===== src/design/gww_pkg.sv =====
// ----------------------------------------------------------------------------
// Greedy word wrap package
// Shared widths, limits, item and span types for the line breaker.
// ----------------------------------------------------------------------------
package gww_pkg;

    // Field widths
    localparam int POS_W     = 17;
    localparam int CLUSTER_W = 6;
    localparam int CNT_W     = 10;
    localparam int CFG_IDX_W = 1;
    localparam int CFG_DATA_W = 10;

    // Limits
    localparam logic [POS_W-1:0]     MAX_TEXT_BYTES    = 17'd65536;
    localparam logic [CLUSTER_W-1:0] MAX_CLUSTER_BYTES = 6'd32;
    localparam logic [CNT_W-1:0]     CNT_MAX           = 10'd1023;

    // Configuration reset values and register indexes
    localparam logic [CNT_W-1:0]     WRAP_WIDTH_RST = 10'd80;
    localparam logic                 MULTILINE_RST  = 1'b1;
    localparam logic [CFG_IDX_W-1:0] REG_WRAP_WIDTH = 1'd0;
    localparam logic [CFG_IDX_W-1:0] REG_MULTILINE  = 1'd1;

    // Item queue between front and back
    localparam int ITEM_DEPTH = 2;
    localparam int ITEM_PTR_W = 1;
    localparam int ITEM_CNT_W = 2;

    // Span queue at the output
    localparam int SPAN_DEPTH = 4;
    localparam int SPAN_PTR_W = 2;
    localparam int SPAN_CNT_W = 3;
    localparam logic [SPAN_CNT_W-1:0] SPAN_POP_LIMIT = 3'(SPAN_DEPTH - 2);

    // Cluster classification, newline wins over blank
    typedef enum logic [1:0] {
        KIND_WORD,
        KIND_BLANK,
        KIND_NEWLINE
    } kind_t;

    typedef struct packed {
        logic [CLUSTER_W-1:0] bytes;
        kind_t                kind;
        logic                 last;
    } item_t;

    typedef struct packed {
        logic             fin;
        logic [POS_W-1:0] line_end;
        logic [POS_W-1:0] line_start;
    } span_t;

    typedef struct packed {
        logic [CNT_W-1:0] wrap_width;
        logic             multiline;
    } cfg_t;

    function automatic logic [CNT_W-1:0] inc_sat(input logic [CNT_W-1:0] v);
        return (v == CNT_MAX) ? CNT_MAX : v + 1'b1;
    endfunction

endpackage


===== src/design/greedy_word_wrap_line_breaker_top.sv =====
// ----------------------------------------------------------------------------
// Greedy word wrap line breaker
// Turns a stream of classified grapheme clusters into line spans.
// ----------------------------------------------------------------------------
// The block takes one cluster per clock cycle while the span queue has room
// and returns line spans as byte offsets [line_start, line_end). Clusters pass
// a front register, a two-entry item queue and the line logic, which updates
// its state once per cluster; spans leave through a four-entry span queue, one
// span per cycle while the receiver is ready. A cluster produces at most two
// spans (a newline that ends the text in multi-line mode, or a wrap on the
// final cluster followed by the trailing span), so the sustained rate is one
// cluster per cycle while the receiver keeps up, and a cluster that yields two
// spans needs two span transfers at the output. Write wrap_width and multiline
// on the configuration channel only while no text is in flight; the channel is
// always ready.
module greedy_word_wrap_line_breaker_top import gww_pkg::*; (
    input  logic                  aclk,
    input  logic                  aresetn,
    // configuration writes
    input  logic                  cfg_valid,
    output logic                  cfg_ready,
    input  logic [CFG_IDX_W-1:0]  cfg_index,
    input  logic [CFG_DATA_W-1:0] cfg_data,
    // cluster input
    input  logic                  s_axis_tvalid,
    output logic                  s_axis_tready,
    input  logic [7:0]            s_axis_tdata,  // [5:0] cluster_bytes, [7:6] zero
    input  logic [1:0]            s_axis_tuser,  // [0] is_newline, [1] is_blank
    input  logic                  s_axis_tlast,  // is_last
    // span output
    output logic                  m_axis_tvalid,
    input  logic                  m_axis_tready,
    output logic [39:0]           m_axis_tdata,  // [16:0] line_start, [33:17] line_end
    output logic                  m_axis_tlast   // is_final
);

    cfg_t  cfg_reg;
    logic  fr_valid;
    logic  q_full;
    logic  q_empty;
    logic  q_pop;
    item_t fr_item;
    item_t q_item;
    span_t span;

    // Configuration registers
    assign cfg_ready = 1'b1;

    always_ff @(posedge aclk) begin
        if (!aresetn) begin
            cfg_reg.wrap_width <= WRAP_WIDTH_RST;
            cfg_reg.multiline  <= MULTILINE_RST;
        end else if (cfg_valid && cfg_ready) begin
            case (cfg_index)
                REG_WRAP_WIDTH: cfg_reg.wrap_width <= cfg_data;
                REG_MULTILINE:  cfg_reg.multiline  <= cfg_data[0];
                default: begin
                    cfg_reg <= cfg_reg;
                end
            endcase
        end
    end

    gww_front u_front (
        .aclk       (aclk),
        .aresetn    (aresetn),
        .in_valid   (s_axis_tvalid),
        .in_ready   (s_axis_tready),
        .in_bytes   (s_axis_tdata[CLUSTER_W-1:0]),
        .in_newline (s_axis_tuser[0]),
        .in_blank   (s_axis_tuser[1]),
        .in_last    (s_axis_tlast),
        .out_valid  (fr_valid),
        .out_ready  (!q_full),
        .out_item   (fr_item)
    );

    gww_item_queue u_queue (
        .aclk      (aclk),
        .aresetn   (aresetn),
        .push      (fr_valid),
        .push_item (fr_item),
        .full      (q_full),
        .pop       (q_pop),
        .empty     (q_empty),
        .pop_item  (q_item)
    );

    gww_back u_back (
        .aclk       (aclk),
        .aresetn    (aresetn),
        .cfg        (cfg_reg),
        .item_avail (!q_empty),
        .item       (q_item),
        .item_pop   (q_pop),
        .span_valid (m_axis_tvalid),
        .span_ready (m_axis_tready),
        .span       (span)
    );

    // Pack the span onto the output stream
    assign m_axis_tdata = {6'd0, span.line_end, span.line_start};
    assign m_axis_tlast = span.fin;

endmodule


===== src/design/gww_front.sv =====
// ----------------------------------------------------------------------------
// Greedy word wrap front end
// Accepts clusters, clamps the byte length and classifies each cluster.
// ----------------------------------------------------------------------------
module gww_front import gww_pkg::*; (
    input  logic                 aclk,
    input  logic                 aresetn,
    input  logic                 in_valid,
    output logic                 in_ready,
    input  logic [CLUSTER_W-1:0] in_bytes,
    input  logic                 in_newline,
    input  logic                 in_blank,
    input  logic                 in_last,
    output logic                 out_valid,
    input  logic                 out_ready,
    output item_t                out_item
);

    logic  valid_reg;
    item_t item_reg;
    item_t item_next;

    // Classify and clamp the incoming cluster
    always_comb begin
        item_next.bytes = (in_bytes > MAX_CLUSTER_BYTES) ? MAX_CLUSTER_BYTES : in_bytes;
        item_next.last  = in_last;
        if (in_newline) begin
            item_next.kind = KIND_NEWLINE;
        end else if (in_blank) begin
            item_next.kind = KIND_BLANK;
        end else begin
            item_next.kind = KIND_WORD;
        end
    end

    assign in_ready  = !valid_reg || out_ready;
    assign out_valid = valid_reg;
    assign out_item  = item_reg;

    // Hold the classified item until the queue takes it
    always_ff @(posedge aclk) begin
        if (!aresetn) begin
            valid_reg <= 1'b0;
        end else if (in_ready) begin
            valid_reg <= in_valid;
        end
    end

    always_ff @(posedge aclk) begin
        if (in_valid && in_ready) begin
            item_reg <= item_next;
        end
    end

endmodule


===== src/design/gww_item_queue.sv =====
// ----------------------------------------------------------------------------
// Greedy word wrap item queue
// Two-entry queue that decouples the front end from the line logic.
// ----------------------------------------------------------------------------
module gww_item_queue import gww_pkg::*; (
    input  logic  aclk,
    input  logic  aresetn,
    input  logic  push,
    input  item_t push_item,
    output logic  full,
    input  logic  pop,
    output logic  empty,
    output item_t pop_item
);

    item_t                 mem_reg [ITEM_DEPTH];
    logic [ITEM_PTR_W-1:0] wptr_reg;
    logic [ITEM_PTR_W-1:0] rptr_reg;
    logic [ITEM_CNT_W-1:0] count_reg;
    logic                  do_push;
    logic                  do_pop;

    assign full     = (count_reg == ITEM_CNT_W'(ITEM_DEPTH));
    assign empty    = (count_reg == '0);
    assign do_push  = push && !full;
    assign do_pop   = pop && !empty;
    assign pop_item = mem_reg[rptr_reg];

    // Advance pointers and occupancy
    always_ff @(posedge aclk) begin
        if (!aresetn) begin
            wptr_reg  <= '0;
            rptr_reg  <= '0;
            count_reg <= '0;
        end else begin
            if (do_push) begin
                wptr_reg <= wptr_reg + 1'b1;
            end
            if (do_pop) begin
                rptr_reg <= rptr_reg + 1'b1;
            end
            count_reg <= count_reg + ITEM_CNT_W'(do_push) - ITEM_CNT_W'(do_pop);
        end
    end

    always_ff @(posedge aclk) begin
        if (do_push) begin
            mem_reg[wptr_reg] <= push_item;
        end
    end

endmodule


===== src/design/gww_back.sv =====
// ----------------------------------------------------------------------------
// Greedy word wrap line logic
// Tracks line and word state per cluster and queues the line spans.
// ----------------------------------------------------------------------------
module gww_back import gww_pkg::*; (
    input  logic  aclk,
    input  logic  aresetn,
    input  cfg_t  cfg,
    input  logic  item_avail,
    input  item_t item,
    output logic  item_pop,
    output logic  span_valid,
    input  logic  span_ready,
    output span_t span
);

    // Per-text state
    logic [POS_W-1:0] byte_pos_reg,    byte_pos_next;
    logic [POS_W-1:0] line_begin_reg,  line_begin_next;
    logic [POS_W-1:0] word_begin_reg,  word_begin_next;
    logic             word_open_reg,   word_open_next;
    logic [CNT_W-1:0] word_count_reg,  word_count_next;
    logic [CNT_W-1:0] line_count_reg,  line_count_next;
    logic             any_emitted_reg, any_emitted_next;
    logic             stopped_reg,     stopped_next;

    // Span queue
    span_t                 smem_reg [SPAN_DEPTH];
    logic [SPAN_PTR_W-1:0] swptr_reg;
    logic [SPAN_PTR_W-1:0] srptr_reg;
    logic [SPAN_CNT_W-1:0] scount_reg;

    span_t            p0, p1;
    logic             p0_v, p1_v;
    logic [POS_W:0]   sum;
    logic [POS_W-1:0] off, endp;
    logic             blank;
    logic             span_pop;

    // Take an item only when the span queue has room for two spans
    assign item_pop   = item_avail && (scount_reg <= SPAN_POP_LIMIT);
    assign span_valid = (scount_reg != '0);
    assign span       = smem_reg[srptr_reg];
    assign span_pop   = span_valid && span_ready;

    // Line and word update for one cluster
    always_comb begin
        byte_pos_next    = byte_pos_reg;
        line_begin_next  = line_begin_reg;
        word_begin_next  = word_begin_reg;
        word_open_next   = word_open_reg;
        word_count_next  = word_count_reg;
        line_count_next  = line_count_reg;
        any_emitted_next = any_emitted_reg;
        stopped_next     = stopped_reg;
        p0   = '0;
        p1   = '0;
        p0_v = 1'b0;
        p1_v = 1'b0;

        off   = byte_pos_reg;
        sum   = {1'b0, off} + (POS_W+1)'(item.bytes);
        endp  = (sum > {1'b0, MAX_TEXT_BYTES}) ? MAX_TEXT_BYTES : sum[POS_W-1:0];
        blank = (item.kind == KIND_BLANK);

        if (!stopped_reg) begin
            case (item.kind)
                KIND_NEWLINE: begin
                    p0_v = 1'b1;
                    p0   = '{fin: !cfg.multiline, line_end: off, line_start: line_begin_reg};
                    if (item.last && cfg.multiline) begin
                        p1_v = 1'b1;
                        p1   = '{fin: 1'b1, line_end: endp, line_start: endp};
                    end
                    word_open_next   = 1'b0;
                    line_begin_next  = endp;
                    line_count_next  = '0;
                    any_emitted_next = 1'b1;
                    if (!cfg.multiline) begin
                        stopped_next = 1'b1;
                    end
                end
                KIND_WORD, KIND_BLANK: begin
                    if (line_count_reg >= cfg.wrap_width) begin
                        if (!cfg.multiline) begin
                            stopped_next = 1'b1;
                        end else if (word_open_reg && (word_begin_reg != line_begin_reg)) begin
                            // carry the open word onto the next line
                            p0_v = 1'b1;
                            p0   = '{fin: 1'b0, line_end: word_begin_reg,
                                     line_start: line_begin_reg};
                            line_begin_next = word_begin_reg;
                            line_count_next = inc_sat(word_count_reg);
                            if (blank) begin
                                word_open_next  = 1'b0;
                                word_count_next = '0;
                            end else begin
                                word_count_next = inc_sat(word_count_reg);
                            end
                            any_emitted_next = 1'b1;
                        end else begin
                            // hard break at this cluster
                            p0_v = 1'b1;
                            p0   = '{fin: 1'b0, line_end: off, line_start: line_begin_reg};
                            line_begin_next = off;
                            if (blank) begin
                                word_open_next  = 1'b0;
                                word_count_next = '0;
                                line_count_next = '0;
                            end else begin
                                word_open_next  = 1'b1;
                                word_begin_next = off;
                                word_count_next = CNT_W'(1);
                                line_count_next = CNT_W'(1);
                            end
                            any_emitted_next = 1'b1;
                        end
                    end else if (!blank) begin
                        if (!word_open_reg) begin
                            word_open_next  = 1'b1;
                            word_begin_next = off;
                            word_count_next = CNT_W'(1);
                        end else begin
                            word_count_next = inc_sat(word_count_reg);
                        end
                        line_count_next = inc_sat(line_count_reg);
                    end else begin
                        word_open_next  = 1'b0;
                        word_count_next = '0;
                        line_count_next = inc_sat(line_count_reg);
                    end
                end
                default: begin
                    stopped_next = stopped_reg;
                end
            endcase
        end

        byte_pos_next = endp;

        // Close the text: trailing span or mark the last span final
        if (item.last) begin
            if ((line_begin_next < endp) && (cfg.multiline || !any_emitted_next)) begin
                if (!p0_v) begin
                    p0_v = 1'b1;
                    p0   = '{fin: 1'b1, line_end: endp, line_start: line_begin_next};
                end else if (!p1_v) begin
                    p1_v = 1'b1;
                    p1   = '{fin: 1'b1, line_end: endp, line_start: line_begin_next};
                end
            end else if (p1_v) begin
                p1.fin = 1'b1;
            end else if (p0_v) begin
                p0.fin = 1'b1;
            end
            byte_pos_next    = '0;
            line_begin_next  = '0;
            word_begin_next  = '0;
            word_open_next   = 1'b0;
            word_count_next  = '0;
            line_count_next  = '0;
            any_emitted_next = 1'b0;
            stopped_next     = 1'b0;
        end
    end

    // Advance per-text state on each item taken
    always_ff @(posedge aclk) begin
        if (!aresetn) begin
            byte_pos_reg    <= '0;
            line_begin_reg  <= '0;
            word_begin_reg  <= '0;
            word_open_reg   <= 1'b0;
            word_count_reg  <= '0;
            line_count_reg  <= '0;
            any_emitted_reg <= 1'b0;
            stopped_reg     <= 1'b0;
        end else if (item_pop) begin
            byte_pos_reg    <= byte_pos_next;
            line_begin_reg  <= line_begin_next;
            word_begin_reg  <= word_begin_next;
            word_open_reg   <= word_open_next;
            word_count_reg  <= word_count_next;
            line_count_reg  <= line_count_next;
            any_emitted_reg <= any_emitted_next;
            stopped_reg     <= stopped_next;
        end
    end

    // Span queue pointers; up to two spans are pushed per item
    always_ff @(posedge aclk) begin
        if (!aresetn) begin
            swptr_reg  <= '0;
            srptr_reg  <= '0;
            scount_reg <= '0;
        end else begin
            swptr_reg  <= swptr_reg + SPAN_PTR_W'(item_pop && p0_v)
                                    + SPAN_PTR_W'(item_pop && p1_v);
            srptr_reg  <= srptr_reg + SPAN_PTR_W'(span_pop);
            scount_reg <= scount_reg + SPAN_CNT_W'(item_pop && p0_v)
                                     + SPAN_CNT_W'(item_pop && p1_v)
                                     - SPAN_CNT_W'(span_pop);
        end
    end

    always_ff @(posedge aclk) begin
        if (item_pop && p0_v) begin
            smem_reg[swptr_reg] <= p0;
        end
        if (item_pop && p1_v) begin
            smem_reg[swptr_reg + 1'b1] <= p1;
        end
    end

endmodule


===== config.mk =====
export PLATFORM = sky130hd
export DESIGN_NAME = greedy_word_wrap_line_breaker_top
export DESIGN_NICKNAME = d
export VERILOG_FILES = /design/src/design/gww_pkg.sv /design/src/design/greedy_word_wrap_line_breaker_top.sv /design/src/design/gww_front.sv /design/src/design/gww_item_queue.sv /design/src/design/gww_back.sv
export SDC_FILE = /design/constraint.sdc
export NUM_CORES = 1
export LEC_CHECK = 0
export BUFFER_PORTS_ARGS = -buffer_cell sky130_fd_sc_hd__buf_4
export CORE_MARGIN = 10
export CORE_UTILIZATION = 65
export CTS_BUF_LIST = sky130_fd_sc_hd__clkbuf_8
export CTS_CLUSTER_SIZE = 16
export DETAILED_ROUTE_END_ITERATION = 16
export PLACE_DENSITY_LB_ADDON = 0.05
export SYNTH_ARGS = -nofsm -noshare
export SYNTH_HDL_FRONTEND = slang
export SYNTH_SLANG_ARGS = --single-unit

===== constraint.sdc =====
create_clock -name aclk -period 21.4 [get_ports aclk]
set_input_delay 5.35 -clock aclk [delete_from_list [all_inputs] [get_ports aclk]]
set_output_delay 5.35 -clock aclk [all_outputs]
set_load 0.1 [all_outputs]

=== Yosys cells after proc, flatten, opt, wreduce, memory -nomap -nowiden ===
Memory sizes are Yosys's and may differ from the RTL's. A register that Yosys moved wholly into a read port is not among the register bits.
Cells that the tools add are included.

* Add/subtract/negate cells: 14
* $lt $le $gt $ge: 5
* Equal/unequal tests: 13
* Mux-type cells: 95
* Bitwise gates (word level): 1
* Reduce and logical (&&, ||, !) cells: 29

{| class="wikitable"
|+ Operators with widths
! cell !! count
|-
| $mux 35 || 11
|-
| $mux 17 || 16
|-
| $mux 10 || 16
|-
| $mux 34 || 3
|-
| $pmux 35 s2 || 1
|-
| $mux 1 || 41
|-
| $pmux 17 s2 || 1
|-
| $add 10x1->10 const B || 2
|-
| $eq 10x10->1 const B || 2
|-
| $pmux 10 s2 || 1
|-
| $add 17x6->18 || 1
|-
| $gt 18x17->1 const B || 1
|-
| $lt 17x17->1 || 1
|-
| $ne 17x17->1 || 1
|-
| $ge 10x10->1 || 1
|-
| $logic_and 1x1->1 || 10
|-
| $ne 3x2->1 const B || 3
|-
| $add 2x1->2 || 4
|-
| $pmux 1 s2 || 4
|-
| $reduce_and 4->1 || 2
|-
| $reduce_and 7->1 || 1
|-
| $add 3x1->3 || 2
|-
| $gt 6x6->1 const B || 1
|-
| $reduce_bool 3->1 || 2
|-
| 19 further kinds || 29
|}

* Flip-flop bits (word level): 106
* RAM bits: 158
* Bits of input ports: 27
* Output and inout port bits: 44
* Word-level logic and storage cells: 179
* Memories: 2

{| class="wikitable"
|+ Memories
! name !! depth !! bits a word !! read ports !! clocked after memory_dff !! wr ports !! line !! RTL
|-
| u_back.smem_reg || 4 || 35 || 1 || 1 || 2 || gww_back.sv:28 || <nowiki>span_t smem_reg [SPAN_DEPTH];</nowiki>
|-
| u_queue.mem_reg || 2 || 9 || 1 || 1 || 1 || gww_item_queue.sv:16 || <nowiki>item_t mem_reg [ITEM_DEPTH];</nowiki>
|}

=== Longest topological paths before layout ===
* Depth after elaboration: 15
* Depth in mapped cells: 31
* Depth with buffers taken out: 27

=== Cells and area by module ===
A second synthesis with hierarchy kept.

* Cell total of the unflattened synthesis: 1,480
* Area, all modules: 15,153.3 um^2

{| class="wikitable"
|+ By module, submodules not included
! module !! instances !! cells each !! area each (um^2) !! seq. area each (um^2)
|-
| gww_back || 1 || 1,345 || 13,366.6 || 5,825.6
|-
| gww_item_queue || 1 || 55 || 883.3 || 640.6
|-
| greedy_word_wrap_line_breaker_top || 1 || 59 || 534.3 || 220.2
|-
| gww_front || 1 || 21 || 369.1 || 290.3
|}

=== Worst setup path before layout ===
OpenSTA, ideal clock, no wires.

* Path kind: register -> register
* From: register with a tool-made name
* To: memory u_back.smem_reg[1][0] in the netlist's numbering (enable)
* Data arrival time: 11.517 ns
* Data required time: 20.783 ns
* Slack: 9.266 ns
* Stages on the path, launching flop included: 26
* Cell sequence: dfxtp_1 -> clkbuf_1 -> buf_2 -> mux2_2 -> ha_1 -> buf_2 -> a211o_1 -> o211a_2 -> nor2_2 -> nor4b_1 -> mux2_2 -> o41a_1 -> or2_1 -> buf_2 -> a221o_1 -> inv_1 -> ha_1 -> a2111oi_0 -> o21ai_0 -> o21ai_0 -> nand4_1 -> nor4_2 -> a21oi_2 -> nor2_2 -> nor2_1 -> a2111oi_0

{| class="wikitable"
|+ RTL lines
! element !! line
|-
| end, declared || gww_back.sv:28
|}

==> impl_metrics.tcl <==
set metrics [dict create \
    cts_buffer_depth 3 \
    yosysSeqAreaShare_pct 46.41 \
    ys_async_sr_fraction_pct 0 \
    ios 71 \
    cts_tree "yes" \
    syn_area_um2 15030 \
    cp_data_arrival_time_ns 9.48 \
    irDropWorstVdd_mv 0.1041 \
    drtAntennaViolNets 0 \
    grtUsageMet1_pct 37.33 \
    post-cts-setup-buffers 0 \
    fin_hold_ws_ns 0.4445 \
    totalWireLength_um 42040 \
    gr-usage-met3_pct 6.452 \
    final_area_um2 16430 \
    placed_area_um2 15610 \
    fin_nets 1530 \
    grt_pass1_vias 11580 \
    hp-start "u_front.out_item[1]" \
    required_ns 21.84 \
    ys_warn_count 0 \
    synth.top_cell.area_share_pct 33.36 \
    grt.overflow.total 0 \
    ys_ff_latch 265 \
    tns_ns 0 \
    numPortBuffers 61 \
    antenna_found_initial 0 \
    htree_levels 2 \
    fin_crit_sh_pct 42.25 \
    rows 55 \
    antenna_cells 0 \
    synth_top_flop_cell "edfxtp_1" \
    clock-sinks 265 \
    synthDistinctLibCells 78 \
    first_pass_iters 5 \
    post-route-util_pct 72.35 \
    clk_pin_slew_ns 0.06 \
    setup-violations-final 0 \
    dieArea_um2 29610 \
    insertion_delay_ns 0.57 \
    synthToLayoutAreaGrowth_pct 9.288 \
    slew_violations 0 \
    start_util_pct 66.20 \
    tightest_slew_ns 1.047 \
    min_period_ns 9.041 \
    dieWidth_um 172.1 \
    drc_errors 0 \
    crit_path_end_kind "flip-flop" \
    vias 11980 \
    die_h_um 172.1 \
    yosysTopAreaCell "edfxtp_1" \
    numCtsBuffers 44 \
    fin_ws_ns 12.36 \
    gp_congestion 0.9606 \
    place_ws_ns 12.67 \
    max-slew-margin-rel_pct 30.17 \
    max_cap_violations 0 \
    vias_per_cell 6.744 \
    syn_inst 1450 \
    top_usage_layer "met2" \
    n_fill_cell 1697 \
    grt_max_degree 100 \
    grt_pass1_wl_um 65240 \
    wire_per_inst_um 23.67 \
    final_layout_size_suffix_gt1_share_pct 17.04 \
    rsz0062_at_grt "no" \
    finalClockSkew_ns 0.03006 \
    dp_hpwl_um 28110 \
    hold_buffers 0 \
    avgSynthCellArea_um2 10.37 \
    hp-class "reg2reg" \
    grt_use_met2_pct 44.63 \
    powerDensity_nw_per_um2 125.0 \
    ys_top_cells_by_count "edfxtp_1, nand2_1, dfxtp_1, o22ai_1, clkbuf_1" \
    clockRootBuffer "clkbuf_8" \
    finalHoldViolations 0 \
    synth_most_common_cell "edfxtp_1" \
    grt_use_total_pct 28.42 \
    worstSetupPathType "reg2reg" \
    detail_route.iter0.violations 1414 \
    p_leak_uw 0.005829 \
    critPathMaxFanout 14 \
    startpoint_type "flip-flop" \
    ys_top_cells_by_area "edfxtp_1, dfxtp_1, mux4_2" \
    post_cts_resized 0 \
    synth_edf_count 167 \
    largest_reg_flops 140 \
    core_um2 22710 \
    status "completed" \
    max_freq_mhz 110.6 \
]
-- kinds of logic after synthesis --
family / after synthesis / synth area share, %
mux: 99 / 9.721
buf+inv: 170 / 4.669
compound gates: 386 / 18.29
other cells: 2 / 0.04996
fa+ha+maj: 43 / 3.779
flops: 265 / 46.41
simple gates: 442 / 14.57
xor+xnor: 43 / 2.505
-- power by group --
group          internal (µW)  switching, µW
combinational            263            707
sequential               620           36.4
clock                    222            205
-- final cells by class --
class                           count  area (µm²)  area share (%)
Sequential cell                   265        6978           42.47
Timing Repair Buffer               88       660.6           4.021
Clock inverter                     28       150.1          0.9139
Tap cell                          285       356.6           2.170
Multi-Input combinational cell   1020        7456           45.38
Inverter                           41       153.9          0.9367
Clock buffer                       49       674.4           4.105
-- metrics by stage --
| step | instances | power [µW] |
|---|---|---|
| global placement | 1699 | 1613 |
| floorplan | 1455 | 1366 |
| detailed placement | 1699 | 1622 |
| finish | 1776 | 2053 |
| CTS | 1776 | 2048 |
| global route | 1776 | 2141 |
-- cells in the final DEF (no fill, tap or decap), types with 39 or more instances in the layout --
cell type / count
inv_1: 51
nor2b_1: 40
mux2i_1: 39
clkbuf_8: 49
o21ai_0: 48
nand2_1: 130
o22ai_1: 88
and2_1: 50
dfxtp_1: 97
nor2_1: 70
buf_4: 88
ha_1: 39
nand3_1: 68
edfxtp_1: 167
-- layer usage --
metal	up-vias	routed length (µm)
met5	-	0
met4	0	1629
met3	126	4376
met2	671	19220
met1	5667	16820
li1	5514	-
-- worst max-delay path, stage by stage, from the launching register on --
cell and delay [ns]:
dfxtp_1 0.72, mux2_2 0.42, ha_1 0.39, and2_4 0.21, a41o_1 0.24, nor2_2 0.07, nor4b_1 0.52, mux2_2 0.42
o41a_1 0.53, or2_1 0.44, a221o_1 0.55, inv_1 0.10, ha_1 0.27, a2111oi_0 0.36, o21ai_0 0.14, o21ai_0 0.42
nand4_1 0.19, nor4_2 0.42, a21oi_2 0.25, nor2_2 0.49, o21ai_0 0.26, ha_1 0.35, inv_1 0.05, fa_1 0.44
fa_1 0.41, xnor2_1 0.13, and2_1 0.14
-- path summary, 6_finish.rpt --
| check | end | slack, ns | cells after the start |
|---|---|---|---|
| worst max-delay path | u_back.scount_reg[2] | 12.36 | 26 |
| worst min register to register | u_queue.mem_reg[0][1] | 0.44 | 0 |
| worst max register to register | u_back.scount_reg[2] | 12.36 | 26 |
| worst min-delay path | u_queue.mem_reg[0][1] | 0.44 | 0 |
(Power assumes the default switching activity.)
